==> config.mk <==
export PLATFORM = sky130hd
export DESIGN_NAME = integer_to_padded_text
export DESIGN_NICKNAME = d
export VERILOG_FILES = /design/src/design/itpt_pkg.sv /design/src/design/itpt_ctrl.sv /design/src/design/itpt_dpath.sv /design/src/design/integer_to_padded_text.sv
export SDC_FILE = /design/constraint.sdc
export NUM_CORES = 1
export LEC_CHECK = 0
export BUFFER_PORTS_ARGS = -buffer_cell sky130_fd_sc_hd__buf_2
export CAP_MARGIN = 20
export CORE_ASPECT_RATIO = 0.9
export CORE_MARGIN = 5
export CORE_UTILIZATION = 56
export DETAILED_ROUTE_END_ITERATION = 12
export GPL_TIMING_DRIVEN = 1
export PLACE_DENSITY = 0.87
export REMOVE_ABC_BUFFERS = 1
export SKIP_LAST_GASP = 1
export SLEW_MARGIN = 20
export SYNTH_ARGS = -nofsm -noshare
export SYNTH_HDL_FRONTEND = slang
export SYNTH_SLANG_ARGS = --single-unit
==> constraint.sdc <==
create_clock -name i_clk -period 5.4 [get_ports i_clk]
set_input_delay 1.08 -clock i_clk [delete_from_list [all_inputs] [get_ports i_clk]]
set_output_delay 1.08 -clock i_clk [all_outputs]
set_load 0.03 [all_outputs]
==> src/design/itpt_pkg.sv <==
// Shared constants, types and a helper function for the integer-to-padded-text block.
package itpt_pkg;

    // Operand and field widths.
    localparam int VALUE_BITS  = 64;
    localparam int DIGIT_SLOTS = 22;
    localparam int BCD_DIGITS  = 20;
    localparam int POS_W       = 5;
    localparam int STEP_W      = 6;
    localparam int CHAR_W      = 8;
    localparam int COUNT_W     = 8;

    // Radix codes.
    localparam logic [1:0] RADIX_OCT    = 2'd0;
    localparam logic [1:0] RADIX_DEC    = 2'd1;
    localparam logic [1:0] RADIX_HEX_UP = 2'd2;
    localparam logic [1:0] RADIX_HEX_LO = 2'd3;

    // Position of the most significant digit slot for each radix.
    localparam logic [POS_W-1:0] POS_TOP_OCT = 5'd21;
    localparam logic [POS_W-1:0] POS_TOP_DEC = 5'd19;
    localparam logic [POS_W-1:0] POS_TOP_HEX = 5'd15;

    // Number of double-dabble steps, minus one.
    localparam logic [STEP_W-1:0] CONV_LAST_STEP = 6'd63;

    // ASCII codes.
    localparam logic [CHAR_W-1:0] CH_ZERO  = 8'h30;
    localparam logic [CHAR_W-1:0] CH_UP_A  = 8'h41;
    localparam logic [CHAR_W-1:0] CH_LO_A  = 8'h61;
    localparam logic [CHAR_W-1:0] CH_SPACE = 8'h20;
    localparam logic [CHAR_W-1:0] CH_PLUS  = 8'h2B;
    localparam logic [CHAR_W-1:0] CH_MINUS = 8'h2D;

    // Piece of text the controller offers to the run merger.
    typedef enum logic [2:0] {
        PIECE_NONE      = 3'd0,
        PIECE_PAD_SPACE = 3'd1,
        PIECE_SIGN      = 3'd2,
        PIECE_PAD_ZERO  = 3'd3,
        PIECE_DIGIT     = 3'd4
    } t_piece;

    // Commands from the controller to the datapath.
    typedef struct packed {
        logic   load;
        logic   conv_step;
        logic   scan_step;
        logic   latch_pad;
        t_piece piece;
        logic   flush;
    } t_cmd;

    // Status from the datapath to the controller.
    typedef struct packed {
        logic conv_done;
        logic scan_done;
        logic piece_taken;
        logic pos_zero;
        logic flush_done;
        logic left;
        logic zpad;
    } t_status;

    // ASCII character for one digit value.
    function automatic logic [CHAR_W-1:0] digit_char(input logic [3:0] d, input logic lower);
        logic [CHAR_W-1:0] alpha;
        alpha = lower ? CH_LO_A : CH_UP_A;
        if (d < 4'd10) begin
            return CH_ZERO + {4'b0000, d};
        end
        return alpha + {4'b0000, d} - 8'd10;
    endfunction

endpackage

==> src/design/itpt_ctrl.sv <==
// Sequencer that steps one word through conversion, digit scan and run emission.
module itpt_ctrl (
    input  logic              i_clk,
    input  logic              i_rst_n,
    input  logic              i_in_valid,
    output logic              o_in_stall,
    input  itpt_pkg::t_status i_sts,
    output itpt_pkg::t_cmd    o_cmd
);

    typedef enum logic [8:0] {
        S_IDLE  = 9'b000000001,
        S_CONV  = 9'b000000010,
        S_SCAN  = 9'b000000100,
        S_PRE   = 9'b000001000,
        S_SIGN  = 9'b000010000,
        S_ZERO  = 9'b000100000,
        S_DIGIT = 9'b001000000,
        S_POST  = 9'b010000000,
        S_FLUSH = 9'b100000000
    } t_state;

    t_state r_state;
    t_state n_state;

    // Next state and commands.
    always_comb begin
        n_state = r_state;
        o_cmd   = '0;
        o_cmd.piece = itpt_pkg::PIECE_NONE;
        unique case (r_state)
            S_IDLE: begin
                if (i_in_valid) begin
                    o_cmd.load = 1'b1;
                    n_state    = S_CONV;
                end
            end
            S_CONV: begin
                o_cmd.conv_step = 1'b1;
                if (i_sts.conv_done) begin
                    n_state = S_SCAN;
                end
            end
            S_SCAN: begin
                o_cmd.scan_step = 1'b1;
                if (i_sts.scan_done) begin
                    o_cmd.latch_pad = 1'b1;
                    n_state = (i_sts.left || i_sts.zpad) ? S_SIGN : S_PRE;
                end
            end
            S_PRE: begin
                o_cmd.piece = itpt_pkg::PIECE_PAD_SPACE;
                if (i_sts.piece_taken) begin
                    n_state = S_SIGN;
                end
            end
            S_SIGN: begin
                o_cmd.piece = itpt_pkg::PIECE_SIGN;
                if (i_sts.piece_taken) begin
                    n_state = (i_sts.zpad && !i_sts.left) ? S_ZERO : S_DIGIT;
                end
            end
            S_ZERO: begin
                o_cmd.piece = itpt_pkg::PIECE_PAD_ZERO;
                if (i_sts.piece_taken) begin
                    n_state = S_DIGIT;
                end
            end
            S_DIGIT: begin
                o_cmd.piece = itpt_pkg::PIECE_DIGIT;
                if (i_sts.piece_taken && i_sts.pos_zero) begin
                    n_state = i_sts.left ? S_POST : S_FLUSH;
                end
            end
            S_POST: begin
                o_cmd.piece = itpt_pkg::PIECE_PAD_SPACE;
                if (i_sts.piece_taken) begin
                    n_state = S_FLUSH;
                end
            end
            S_FLUSH: begin
                o_cmd.flush = 1'b1;
                if (i_sts.flush_done) begin
                    n_state = S_IDLE;
                end
            end
            default: begin
                n_state = S_IDLE;
            end
        endcase
    end

    // State register.
    always_ff @(posedge i_clk) begin
        if (!i_rst_n) begin
            r_state <= S_IDLE;
        end else begin
            r_state <= n_state;
        end
    end

    // A new word is taken only between words.
    assign o_in_stall = (r_state != S_IDLE);

endmodule

==> src/design/itpt_dpath.sv <==
// Datapath: magnitude, double-dabble converter, digit store, run merger and output register.
module itpt_dpath (
    input  logic                                i_clk,
    input  logic                                i_rst_n,
    input  itpt_pkg::t_cmd                      i_cmd,
    output itpt_pkg::t_status                   o_sts,
    input  logic [itpt_pkg::VALUE_BITS-1:0]     i_value,
    input  logic                                i_is_signed,
    input  logic [1:0]                          i_radix,
    input  logic                                i_show_plus,
    input  logic                                i_show_space,
    input  logic [itpt_pkg::COUNT_W-1:0]        i_width,
    input  logic                                i_left_justify,
    input  logic                                i_zero_pad,
    input  logic                                i_out_stall,
    output logic                                o_out_valid,
    output logic [itpt_pkg::CHAR_W-1:0]         o_character,
    output logic [itpt_pkg::COUNT_W-1:0]        o_repeat_count,
    output logic                                o_last
);

    localparam int DIG_BITS = 4 * itpt_pkg::DIGIT_SLOTS;
    localparam int BCD_BITS = 4 * itpt_pkg::BCD_DIGITS;
    localparam int OCT_BITS = 3 * itpt_pkg::DIGIT_SLOTS;

    // Word registers.
    logic [itpt_pkg::VALUE_BITS-1:0] r_bin;
    logic [DIG_BITS-1:0]             r_digs;
    logic [itpt_pkg::POS_W-1:0]      r_pos;
    logic [itpt_pkg::STEP_W-1:0]     r_step;
    logic                            r_dec;
    logic                            r_lower;
    logic                            r_left;
    logic                            r_zpad;
    logic [itpt_pkg::COUNT_W-1:0]    r_width;
    logic [itpt_pkg::COUNT_W-1:0]    r_pad;
    logic                            r_has_sign;
    logic [itpt_pkg::CHAR_W-1:0]     r_sign_ch;

    // Pending run and output register.
    logic                            r_pend_valid;
    logic [itpt_pkg::CHAR_W-1:0]     r_pend_ch;
    logic [itpt_pkg::COUNT_W-1:0]    r_pend_cnt;
    logic                            r_out_valid;
    logic [itpt_pkg::CHAR_W-1:0]     r_out_ch;
    logic [itpt_pkg::COUNT_W-1:0]    r_out_cnt;
    logic                            r_out_last;

    logic                            negative;
    logic [itpt_pkg::VALUE_BITS-1:0] mag;
    logic [OCT_BITS-1:0]             mag_ext;
    logic [DIG_BITS-1:0]             oct_digs;
    logic [BCD_BITS-1:0]             bcd_adj;
    logic [3:0]                      cur_dig;
    logic [itpt_pkg::COUNT_W-1:0]    text_len;
    logic [itpt_pkg::POS_W-1:0]      top_pos;
    logic                            scan_done;
    logic [itpt_pkg::CHAR_W-1:0]     piece_ch;
    logic [itpt_pkg::COUNT_W-1:0]    piece_n;
    logic                            piece_active;
    logic                            slot_free;
    logic                            merge;
    logic                            taken;
    logic                            piece_real;
    logic                            pend_to_out;
    logic                            flush_go;

    // Magnitude of the operand; the most negative value maps onto itself.
    assign negative = i_is_signed && i_value[itpt_pkg::VALUE_BITS-1];
    assign mag      = negative ? (~i_value + 64'd1) : i_value;
    assign mag_ext  = {{(OCT_BITS - itpt_pkg::VALUE_BITS){1'b0}}, mag};

    // Octal digits spread out to one nibble each.
    always_comb begin
        for (int i = 0; i < itpt_pkg::DIGIT_SLOTS; i++) begin
            oct_digs[4*i +: 4] = {1'b0, mag_ext[3*i +: 3]};
        end
    end

    // Highest digit slot for the chosen radix.
    always_comb begin
        unique case (i_radix)
            itpt_pkg::RADIX_OCT: top_pos = itpt_pkg::POS_TOP_OCT;
            itpt_pkg::RADIX_DEC: top_pos = itpt_pkg::POS_TOP_DEC;
            default:             top_pos = itpt_pkg::POS_TOP_HEX;
        endcase
    end

    // Add-three correction of every BCD digit before the next shift.
    always_comb begin
        for (int i = 0; i < itpt_pkg::BCD_DIGITS; i++) begin
            if (r_digs[4*i +: 4] >= 4'd5) begin
                bcd_adj[4*i +: 4] = r_digs[4*i +: 4] + 4'd3;
            end else begin
                bcd_adj[4*i +: 4] = r_digs[4*i +: 4];
            end
        end
    end

    // Digit under the scan and emit pointer.
    assign cur_dig   = r_digs[{r_pos, 2'b00} +: 4];
    assign scan_done = (cur_dig != 4'd0) || (r_pos == '0);
    assign text_len  = {3'b000, r_pos} + 8'd1 + {7'b0000000, r_has_sign};

    // Character and repeat count of the offered piece.
    always_comb begin
        unique case (i_cmd.piece)
            itpt_pkg::PIECE_PAD_SPACE: begin
                piece_ch = itpt_pkg::CH_SPACE;
                piece_n  = r_pad;
            end
            itpt_pkg::PIECE_SIGN: begin
                piece_ch = r_sign_ch;
                piece_n  = {7'b0000000, r_has_sign};
            end
            itpt_pkg::PIECE_PAD_ZERO: begin
                piece_ch = itpt_pkg::CH_ZERO;
                piece_n  = r_pad;
            end
            itpt_pkg::PIECE_DIGIT: begin
                piece_ch = itpt_pkg::digit_char(cur_dig, r_lower);
                piece_n  = 8'd1;
            end
            default: begin
                piece_ch = '0;
                piece_n  = '0;
            end
        endcase
    end

    // Run merging: equal neighbors add up, a new character pushes the pending run out.
    assign piece_active = (i_cmd.piece != itpt_pkg::PIECE_NONE);
    assign slot_free    = !r_out_valid || !i_out_stall;
    assign merge        = r_pend_valid && (r_pend_ch == piece_ch);
    assign taken        = piece_active &&
                          ((piece_n == '0) || merge || !r_pend_valid || slot_free);
    assign piece_real   = taken && (piece_n != '0);
    assign pend_to_out  = piece_real && !merge && r_pend_valid;
    assign flush_go     = i_cmd.flush && slot_free;

    // Word registers: load, conversion, scan and digit walk.
    always_ff @(posedge i_clk) begin
        if (i_cmd.load) begin
            r_bin      <= mag;
            r_pos      <= top_pos;
            r_step     <= itpt_pkg::CONV_LAST_STEP;
            r_dec      <= (i_radix == itpt_pkg::RADIX_DEC);
            r_lower    <= (i_radix == itpt_pkg::RADIX_HEX_LO);
            r_left     <= i_left_justify;
            r_zpad     <= i_zero_pad;
            r_width    <= i_width;
            r_has_sign <= negative || (i_is_signed && (i_show_plus || i_show_space));
            r_sign_ch  <= negative ? itpt_pkg::CH_MINUS :
                          (i_show_plus ? itpt_pkg::CH_PLUS : itpt_pkg::CH_SPACE);
            case (i_radix)
                itpt_pkg::RADIX_OCT: r_digs <= oct_digs;
                itpt_pkg::RADIX_DEC: r_digs <= '0;
                default:             r_digs <= {{(DIG_BITS - itpt_pkg::VALUE_BITS){1'b0}}, mag};
            endcase
        end else begin
            if (i_cmd.conv_step && r_dec) begin
                r_digs[BCD_BITS-1:0] <= {bcd_adj[BCD_BITS-2:0], r_bin[itpt_pkg::VALUE_BITS-1]};
                r_bin                <= {r_bin[itpt_pkg::VALUE_BITS-2:0], 1'b0};
                r_step               <= r_step - 6'd1;
            end
            if (i_cmd.scan_step && !scan_done) begin
                r_pos <= r_pos - 5'd1;
            end
            if (i_cmd.latch_pad) begin
                r_pad <= (r_width > text_len) ? (r_width - text_len) : '0;
            end
            if (taken && (i_cmd.piece == itpt_pkg::PIECE_DIGIT) && (r_pos != '0)) begin
                r_pos <= r_pos - 5'd1;
            end
        end
    end

    // Valid flags of the pending run and the output register.
    always_ff @(posedge i_clk) begin
        if (!i_rst_n) begin
            r_pend_valid <= 1'b0;
            r_out_valid  <= 1'b0;
        end else begin
            if (r_out_valid && !i_out_stall) begin
                r_out_valid <= 1'b0;
            end
            if (pend_to_out || flush_go) begin
                r_out_valid <= 1'b1;
            end
            if (piece_real) begin
                r_pend_valid <= 1'b1;
            end else if (flush_go) begin
                r_pend_valid <= 1'b0;
            end
        end
    end

    // Run payloads.
    always_ff @(posedge i_clk) begin
        if (piece_real) begin
            if (merge) begin
                r_pend_cnt <= r_pend_cnt + piece_n;
            end else begin
                r_pend_ch  <= piece_ch;
                r_pend_cnt <= piece_n;
            end
        end
        if (pend_to_out || flush_go) begin
            r_out_ch   <= r_pend_ch;
            r_out_cnt  <= r_pend_cnt;
            r_out_last <= flush_go;
        end
    end

    // Status back to the controller.
    assign o_sts.conv_done   = !r_dec || (r_step == '0);
    assign o_sts.scan_done   = scan_done;
    assign o_sts.piece_taken = taken;
    assign o_sts.pos_zero    = (r_pos == '0);
    assign o_sts.flush_done  = slot_free;
    assign o_sts.left        = r_left;
    assign o_sts.zpad        = r_zpad;

    assign o_out_valid    = r_out_valid;
    assign o_character    = r_out_ch;
    assign o_repeat_count = r_out_cnt;
    assign o_last         = r_out_last;

    // A run handed out is never empty.
    ast_out_nonempty: assert property (@(posedge i_clk) disable iff (!i_rst_n)
        r_out_valid |-> (r_out_cnt != '0))
        else $error("output run has a zero repeat count");

    // A pending run is never empty.
    ast_pend_nonempty: assert property (@(posedge i_clk) disable iff (!i_rst_n)
        r_pend_valid |-> (r_pend_cnt != '0))
        else $error("pending run has a zero repeat count");

    // Two neighboring runs of one word never carry the same character.
    ast_runs_distinct: assert property (@(posedge i_clk) disable iff (!i_rst_n)
        (r_out_valid && !r_out_last && r_pend_valid) |-> (r_pend_ch != r_out_ch))
        else $error("adjacent runs share a character");

    // The final run exists when the controller asks for it.
    ast_flush_has_run: assert property (@(posedge i_clk) disable iff (!i_rst_n)
        i_cmd.flush |-> r_pend_valid)
        else $error("flush requested with no pending run");

endmodule

==> src/design/integer_to_padded_text.sv <==
// Top level of the printf-style integer to run-length text converter.
// One word in carries a 64-bit integer with its radix and format flags; the block answers
// with runs of (character, repeat count), equal neighbors merged, the final run flagged by
// o_last. Words are handled one at a time: o_in_stall stays high from acceptance until the
// final run has entered the output register. A word passes through a load step, a conversion
// (digits loaded directly for octal and hex, serial double-dabble for decimal), a leading-zero scan from the top
// digit slot (22 slots for octal, 20 for decimal, 16 for hex) down to the leading digit at
// one slot per cycle, the digits one at a time, a sign piece and one padding piece, and a
// final flush. Scan and digit steps together are fixed by the slot count, so without output
// stalls the time a word takes depends only on its radix, not on its value; a run that waits
// on a stalled output adds its waiting cycles.
// The output register lets the next run form while the previous one waits to be taken.
module integer_to_padded_text (
    input  logic                            i_clk,
    input  logic                            i_rst_n,
    input  logic                            i_in_valid,
    output logic                            o_in_stall,
    input  logic [itpt_pkg::VALUE_BITS-1:0] i_value,
    input  logic                            i_is_signed,
    input  logic [1:0]                      i_radix,
    input  logic                            i_show_plus,
    input  logic                            i_show_space,
    input  logic [itpt_pkg::COUNT_W-1:0]    i_width,
    input  logic                            i_left_justify,
    input  logic                            i_zero_pad,
    output logic                            o_out_valid,
    input  logic                            i_out_stall,
    output logic [itpt_pkg::CHAR_W-1:0]     o_character,
    output logic [itpt_pkg::COUNT_W-1:0]    o_repeat_count,
    output logic                            o_last
);

    itpt_pkg::t_cmd    cmd;
    itpt_pkg::t_status sts;

    // Sequencer.
    itpt_ctrl u_ctrl (
        .i_clk      (i_clk),
        .i_rst_n    (i_rst_n),
        .i_in_valid (i_in_valid),
        .o_in_stall (o_in_stall),
        .i_sts      (sts),
        .o_cmd      (cmd)
    );

    // Conversion and run datapath.
    itpt_dpath u_dpath (
        .i_clk          (i_clk),
        .i_rst_n        (i_rst_n),
        .i_cmd          (cmd),
        .o_sts          (sts),
        .i_value        (i_value),
        .i_is_signed    (i_is_signed),
        .i_radix        (i_radix),
        .i_show_plus    (i_show_plus),
        .i_show_space   (i_show_space),
        .i_width        (i_width),
        .i_left_justify (i_left_justify),
        .i_zero_pad     (i_zero_pad),
        .i_out_stall    (i_out_stall),
        .o_out_valid    (o_out_valid),
        .o_character    (o_character),
        .o_repeat_count (o_repeat_count),
        .o_last         (o_last)
    );

endmodule

# Word-level counts from Yosys, hierarchy flattened
# Index checks and enable logic that the tools add are counted.
# word_totals
register_bits,236
latch_bits,0
ramBits,0
rom_bits,0
in_bits,83
output_inout_bits,19
wordCells,215
n_memories,0
# op_classes
add_sub_neg,30
multipliers,0
div_mod_pow,0
magnitude_cmp,22
eq_ne,26
n_shift,1
n_mux,63
bitwise,3
reduce_logical,49
# ops
cell,count
$mux 64,3
$pmux 85 s2,1
$mux 80,2
$mux 9,10
$shiftx 88x8->4,1
$pmux 9 s9,1
$ge 4x3->1 const B,20
$mux 4,20
$add 4x2->4 const B,19
$add 64x1->64 const B,1
$not 64->64,1
$pmux 8 s4,1
$mux 8,3
$pmux 8 s3,1
$mux 5,4
$logic_and 1x1->1,15
$ne 2x1->1 const B,7
$pmux 3 s4,1
$mux 1,11
$logic_or 1x1->1,10
$pmux 5 s2,1
$eq 9x1->1 const B,1
$eq 9x2->1 const B,1
$eq 9x3->1 const B,1
other kinds (44),58

# Logic depth before layout (Yosys ltp)
# depth
word_depth,18
mapped_depth,18
ltp_nobuf,16

# By module
# Synthesis repeated with hierarchy kept, for this count alone.
# unflattened
cells_unflattened,1522
area_unflattened_um2,15127.0
# modules_own_cells
mod,n_inst,cells_each,area_each_um2,seq_area_each_um2
itpt_dpath,1,1408,14279.9,6406.1
itpt_ctrl,1,114,847.1,180.2

# Worst setup path after synthesis
# No wires, ideal clock.
# synth_timing
path_type,reg-to-reg
start,register u_ctrl.r_state[4]
end,"register u_dpath.r_bin[0] (netlist bit), enable pin"
setup_time_ps,509
arrival_time_ps,5366
t_required_ps,4891
path_slack_ps,-475
stages_incl_launch_ff,11
path_buffers,4
synth_period_minus_slack_ps,5875
cell_sequence,dfxtp_1 > buf_2 > or4_1 > nor3_1 > nand3_1 > inv_1 > nand2_1 > clkbuf_1 > clkbuf_1 > clkbuf_1 > nand2_1
# synth_between
elab_chain_cells,4
word_cells_on_any_way,6
# synth_lines
element,line,text
from (decl),itpt_ctrl.sv:23,t_state r_state;
from (signal assigned),itpt_ctrl.sv:98,r_state <= n_state;
$eq 9x2->1,itpt_ctrl.sv:31,unique case (r_state)
$mux 1,itpt_ctrl.sv:31,
$logic_and 1x1->1,itpt_dpath.sv:161,if (i_cmd.conv_step && r_dec) begin
$reduce_bool 2->1 (no line) *,n/a,
to (signal assigned),itpt_dpath.sv:144,r_bin <= mag;
to (signal assigned),itpt_dpath.sv:163,"r_bin <= {r_bin[itpt_pkg::VALUE_BITS-2:0], 1'b0};"
to (decl),itpt_dpath.sv:27,logic [itpt_pkg::VALUE_BITS-1:0] r_bin;
# Every way passes the cells marked *; elsewhere a longest branch is shown, timed or not.
# A chain may end at the register's enable or synchronous reset.

# Worst setup path after layout
# layout_timing
start,register u_dpath.r_pos[1] (netlist bit)
end,"register u_dpath.r_pend_ch[6] (netlist bit), enable pin"
# layout_between
elab_chain_cells,14
word_cells_on_any_way,19
# layout_lines
element,line,text
from (decl),itpt_dpath.sv:29,logic [itpt_pkg::POS_W-1:0] r_pos;
from (signal assigned),itpt_dpath.sv:145,r_pos <= top_pos;
from (signal assigned),itpt_dpath.sv:167,r_pos <= r_pos - 5'd1;
from (signal assigned),itpt_dpath.sv:173,r_pos <= r_pos - 5'd1;
$shiftx 88x8->4 *,itpt_dpath.sv:101,"assign cur_dig = r_digs[{r_pos, 2'b00} +: 4];"
"parallel branches: the longest is 3 deep, another holds $add 8x4->8",n/a,
$mux 8 *,itpt_pkg.sv:72,"return alpha + {4'b0000, d} - 8'd10;"
$pmux 8 s4 *,itpt_dpath.sv:107,unique case (i_cmd.piece)
$eq 8x8->1 *,itpt_dpath.sv:134,assign merge = r_pend_valid && (r_pend_ch == piece_ch);
$logic_and 1x1->1 *,itpt_dpath.sv:134,
$logic_or 1x1->1 (3 in series),itpt_dpath.sv:136,((piece_n == '0) || merge || !r_pend_valid || slot_free);
$logic_and 1x1->1,itpt_dpath.sv:135,assign taken = piece_active &&
$logic_and 1x1->1,itpt_dpath.sv:137,assign piece_real = taken && (piece_n != '0);
$reduce_and 2->1 (no line) *,n/a,
to (signal assigned),itpt_dpath.sv:204,r_pend_ch <= piece_ch;
to (decl),itpt_dpath.sv:42,logic [itpt_pkg::CHAR_W-1:0] r_pend_ch;
# Mark *: on every way between the ends. The select of a mux whose other input is x is not followed.

==> reports/metrics.cfg <==
[flow_run]
maxCapViolCount=0

[cells_and_area]
antennaDiodeCount=0
final_common_cell=edfxtp_1
final_area_um2=16200
fin_util_pct=62.5
seq_area_um2=6590
layout_common_cells=edfxtp_1 (208), nand2_1 (199), a21oi_1 (119)
fillers=2033
drive_gt1_share_pct=13.4
layout.cells.non_filler=1925
syn2layout_area_growth_pct=10.7
multi_input_area_um2=7460
nets=1707

[worst_hold_path]
hold_path_depth=0
hold_end=u_dpath.o_repeat_count[2]
hold_path.class=reg -> reg
min_from=u_dpath.r_pend_cnt[2]

[timing]
period_needed_ns=4.54
clock_skew_ns=0.0221
fin_crit_sh_pct=84.2
tns_ns=0
worst_pin_slew_ns=0.881
rsz0062_at_grt=no
finalHoldViolCount=0
fin_ws_ns=0.855
setup_viol=0
whs_ns=0.482
slew_violations=0
fmax_mhz=220
relSlewSlack_pct=41.3

[clock_tree]
clock_path_buffers=3
cts_made_buffers=25
cts_resized=0
cts.sinks=225
cts_tree=yes
ctsHoldBuffers=0
clkLatencyLatePin_ns=0.54
post_cts_buffers=0
clkTransAtPathRegs_ns=0.06
htreeDepth=1
clock-root-buffer=clkbuf_16

[route]
wl_met3_mm=3.79
via_per_inst=6.25
wl_per_cell_um=19.3
met2_length_mm=17.6
drt-initial-drc-count=1237
drt-met1-wl_mm=14.7
vias=12036
drt_pass1_iterations=6
ant_nets=0
top_layer=met5
drc=0
wirelength_mm=37.2

[critical_path]
r2r-start=u_dpath.r_pos[1]
crit_buf_inv=4
criticalPathCategory=reg -> reg
crit_arrival_ns=4.70
crit_required_ns=5.56
ff2ff_path_depth=16
worst_setup_path_start_kind=flip-flop
cp_slowest_cell=edfxtp_1
worst-r2r-setup-slack_ns=0.86
end_kind=flip-flop
worstPathCellList=buf_4 > mux2_2 > o2bb2ai_1 > o21bai_1 > nand3_2 > inv_2 > ha_1 > inv_1 > a311oi_2 > mux2i_1 > mux2i_1 > and3b_1 > nand4_2 > buf_4 > nand2_1 > nor2_1
timing.rr.end=u_dpath.r_pend_ch[6]
cp_max_fo=16
cpPeakStageDelay_ns=0.72
startpoint=u_dpath.r_pos[1]
crit_family=simple AND/OR/NAND/NOR gates

[placement]
gp_congestion=0.914
port_buffers=100
dp.cells=1880
placed_area_um2=15400
pre_cts_ws_ns=0.653
post-dp-hpwl_mm=27.0

[synth]
yosysUniqueCellTypes=89
yosysTopAreaCell=edfxtp_1
ys_async_sr_fraction_pct=0
synth_area_leaders=edfxtp_1 (43%), ha_1 (5.4%), nand2_1 (5.2%), a21oi_1 (4.1%), xnor2_1 (4.1%)
ys_seq_area_share_pct=45.1
ys.warnings.count=0
netlist_instances=1483
netlist_area_um2=14600
synth-main-ff-cell=edfxtp_1
avgSynthCellArea_um2=9.85
synth_edf_count=208
synth_seq_cells=225
netlist.area_leader.share_pct=42.8

[grt]
grt_start_max_net_pins=136
grt_antenna_before_repair=1
grt_use_total_pct=24.5
gr-total-overflow=0
grt_pass1_vias=11542
grt_first_pass_wirelength_mm=59.7

[floorplan]
die_x_um=180
core_area_um2=25900
pin_count=102
initial_core_util_pct=56.5
die_area_um2=29400
row_count=56
dieHeight_um=163

[power]
power_density_nw_per_um2=340
ir_worst_vdd_mv=0.249
power.total_mw=5.50
leakage_nw=6.30

[run_status]
status=finished, final reports clean

==> area by class of cell <==
type                       count  share of cell area, %
tap                          348                   2.69
timing repair buffer         115                   4.10
sequential                   225                   40.7
multi-input combinational   1119                   46.1
inverter                      73                   1.70
clock inverter                 8                  0.294
clock buffer                  37                   4.33
==> worst max-delay path by stage <==
stage                                            to  cells past startpoint
after floorplan                    u_dpath.r_bin[0]                      2
after global routing           u_dpath.r_pend_ch[6]                     16
after global placement    u_dpath.o_repeat_count[7]                     15
final                          u_dpath.r_pend_ch[6]                     16
after CTS                 u_dpath.o_repeat_count[7]                     15
after detailed placement  u_dpath.o_repeat_count[7]                     15
==> routing by layer <==
layer / vias to the layer above / track usage [%]
li1: 5569 / -
met1: 5714 / 33.2
met2: 652 / 41.2
met3: 99 / 4.23
met4: 2 / 6.98
met5: - / 0
==> worst reg2reg max path, stage by stage (launching register included) <==
cell and delay [ns]:
edfxtp_1 0.72, buf_4 0.34, mux2_2 0.37, o2bb2ai_1 0.14, o21bai_1 0.37, nand3_2 0.19
inv_2 0.13, ha_1 0.22, inv_1 0.06, a311oi_2 0.19, mux2i_1 0.18, mux2i_1 0.16
and3b_1 0.21, nand4_2 0.07, buf_4 0.20, nand2_1 0.09, nor2_1 0.53
==> power breakdown <==
group	switching (mW)	internal, mW	total, mW
clock	0.697	0.898	1.60
combinational	0.862	0.605	1.47
sequential	0.207	2.23	2.44
==> registers in the layout, summed over array words and instances, names as in the netlist, 3 cells and up <==
| name | flops |
|---|---|
| u_dpath.o_repeat_count | 8 |
| u_dpath.r_bin | 64 |
| u_ctrl.r_state | 9 |
| u_dpath.r_width | 8 |
| u_dpath.r_pad | 8 |
| u_dpath.r_pend_cnt | 8 |
| u_dpath.r_sign_ch | 3 |
| u_dpath.o_character | 7 |
| u_dpath.r_pos | 5 |
| u_dpath.r_digs | 84 |
| u_dpath.r_step | 6 |
| u_dpath.r_pend_ch | 7 |
==> logic make-up after synthesis <==
kind of cell    count (synthesis)  synth area share (%)
compound gates                374                  16.5
xor+xnor                      110                  6.60
fa+ha+maj                      66                  5.74
buf+inv                       139                  3.97
flops                         225                  45.1
mux                            57                  5.03
other cells                     2                0.0514
simple gates                  510                  17.0
==> synth_stat cells, types with 17 or more instances <==
library cell / count
edfxtp_1: 208
nand2_1: 201
a21oi_1: 119
nor2_1: 115
o21ai_0: 89
inv_1: 69
xnor2_1: 68
ha_1: 63
clkbuf_1: 47
xor2_1: 42
mux2i_1: 34
nor3_1: 28
nor2b_1: 27
nor3b_1: 26
a21o_1: 23
a221oi_1: 21
o22ai_1: 20
nand2b_1: 19
dfxtp_1: 17
nand3_1: 17
(Power assumes the default switching activity.)
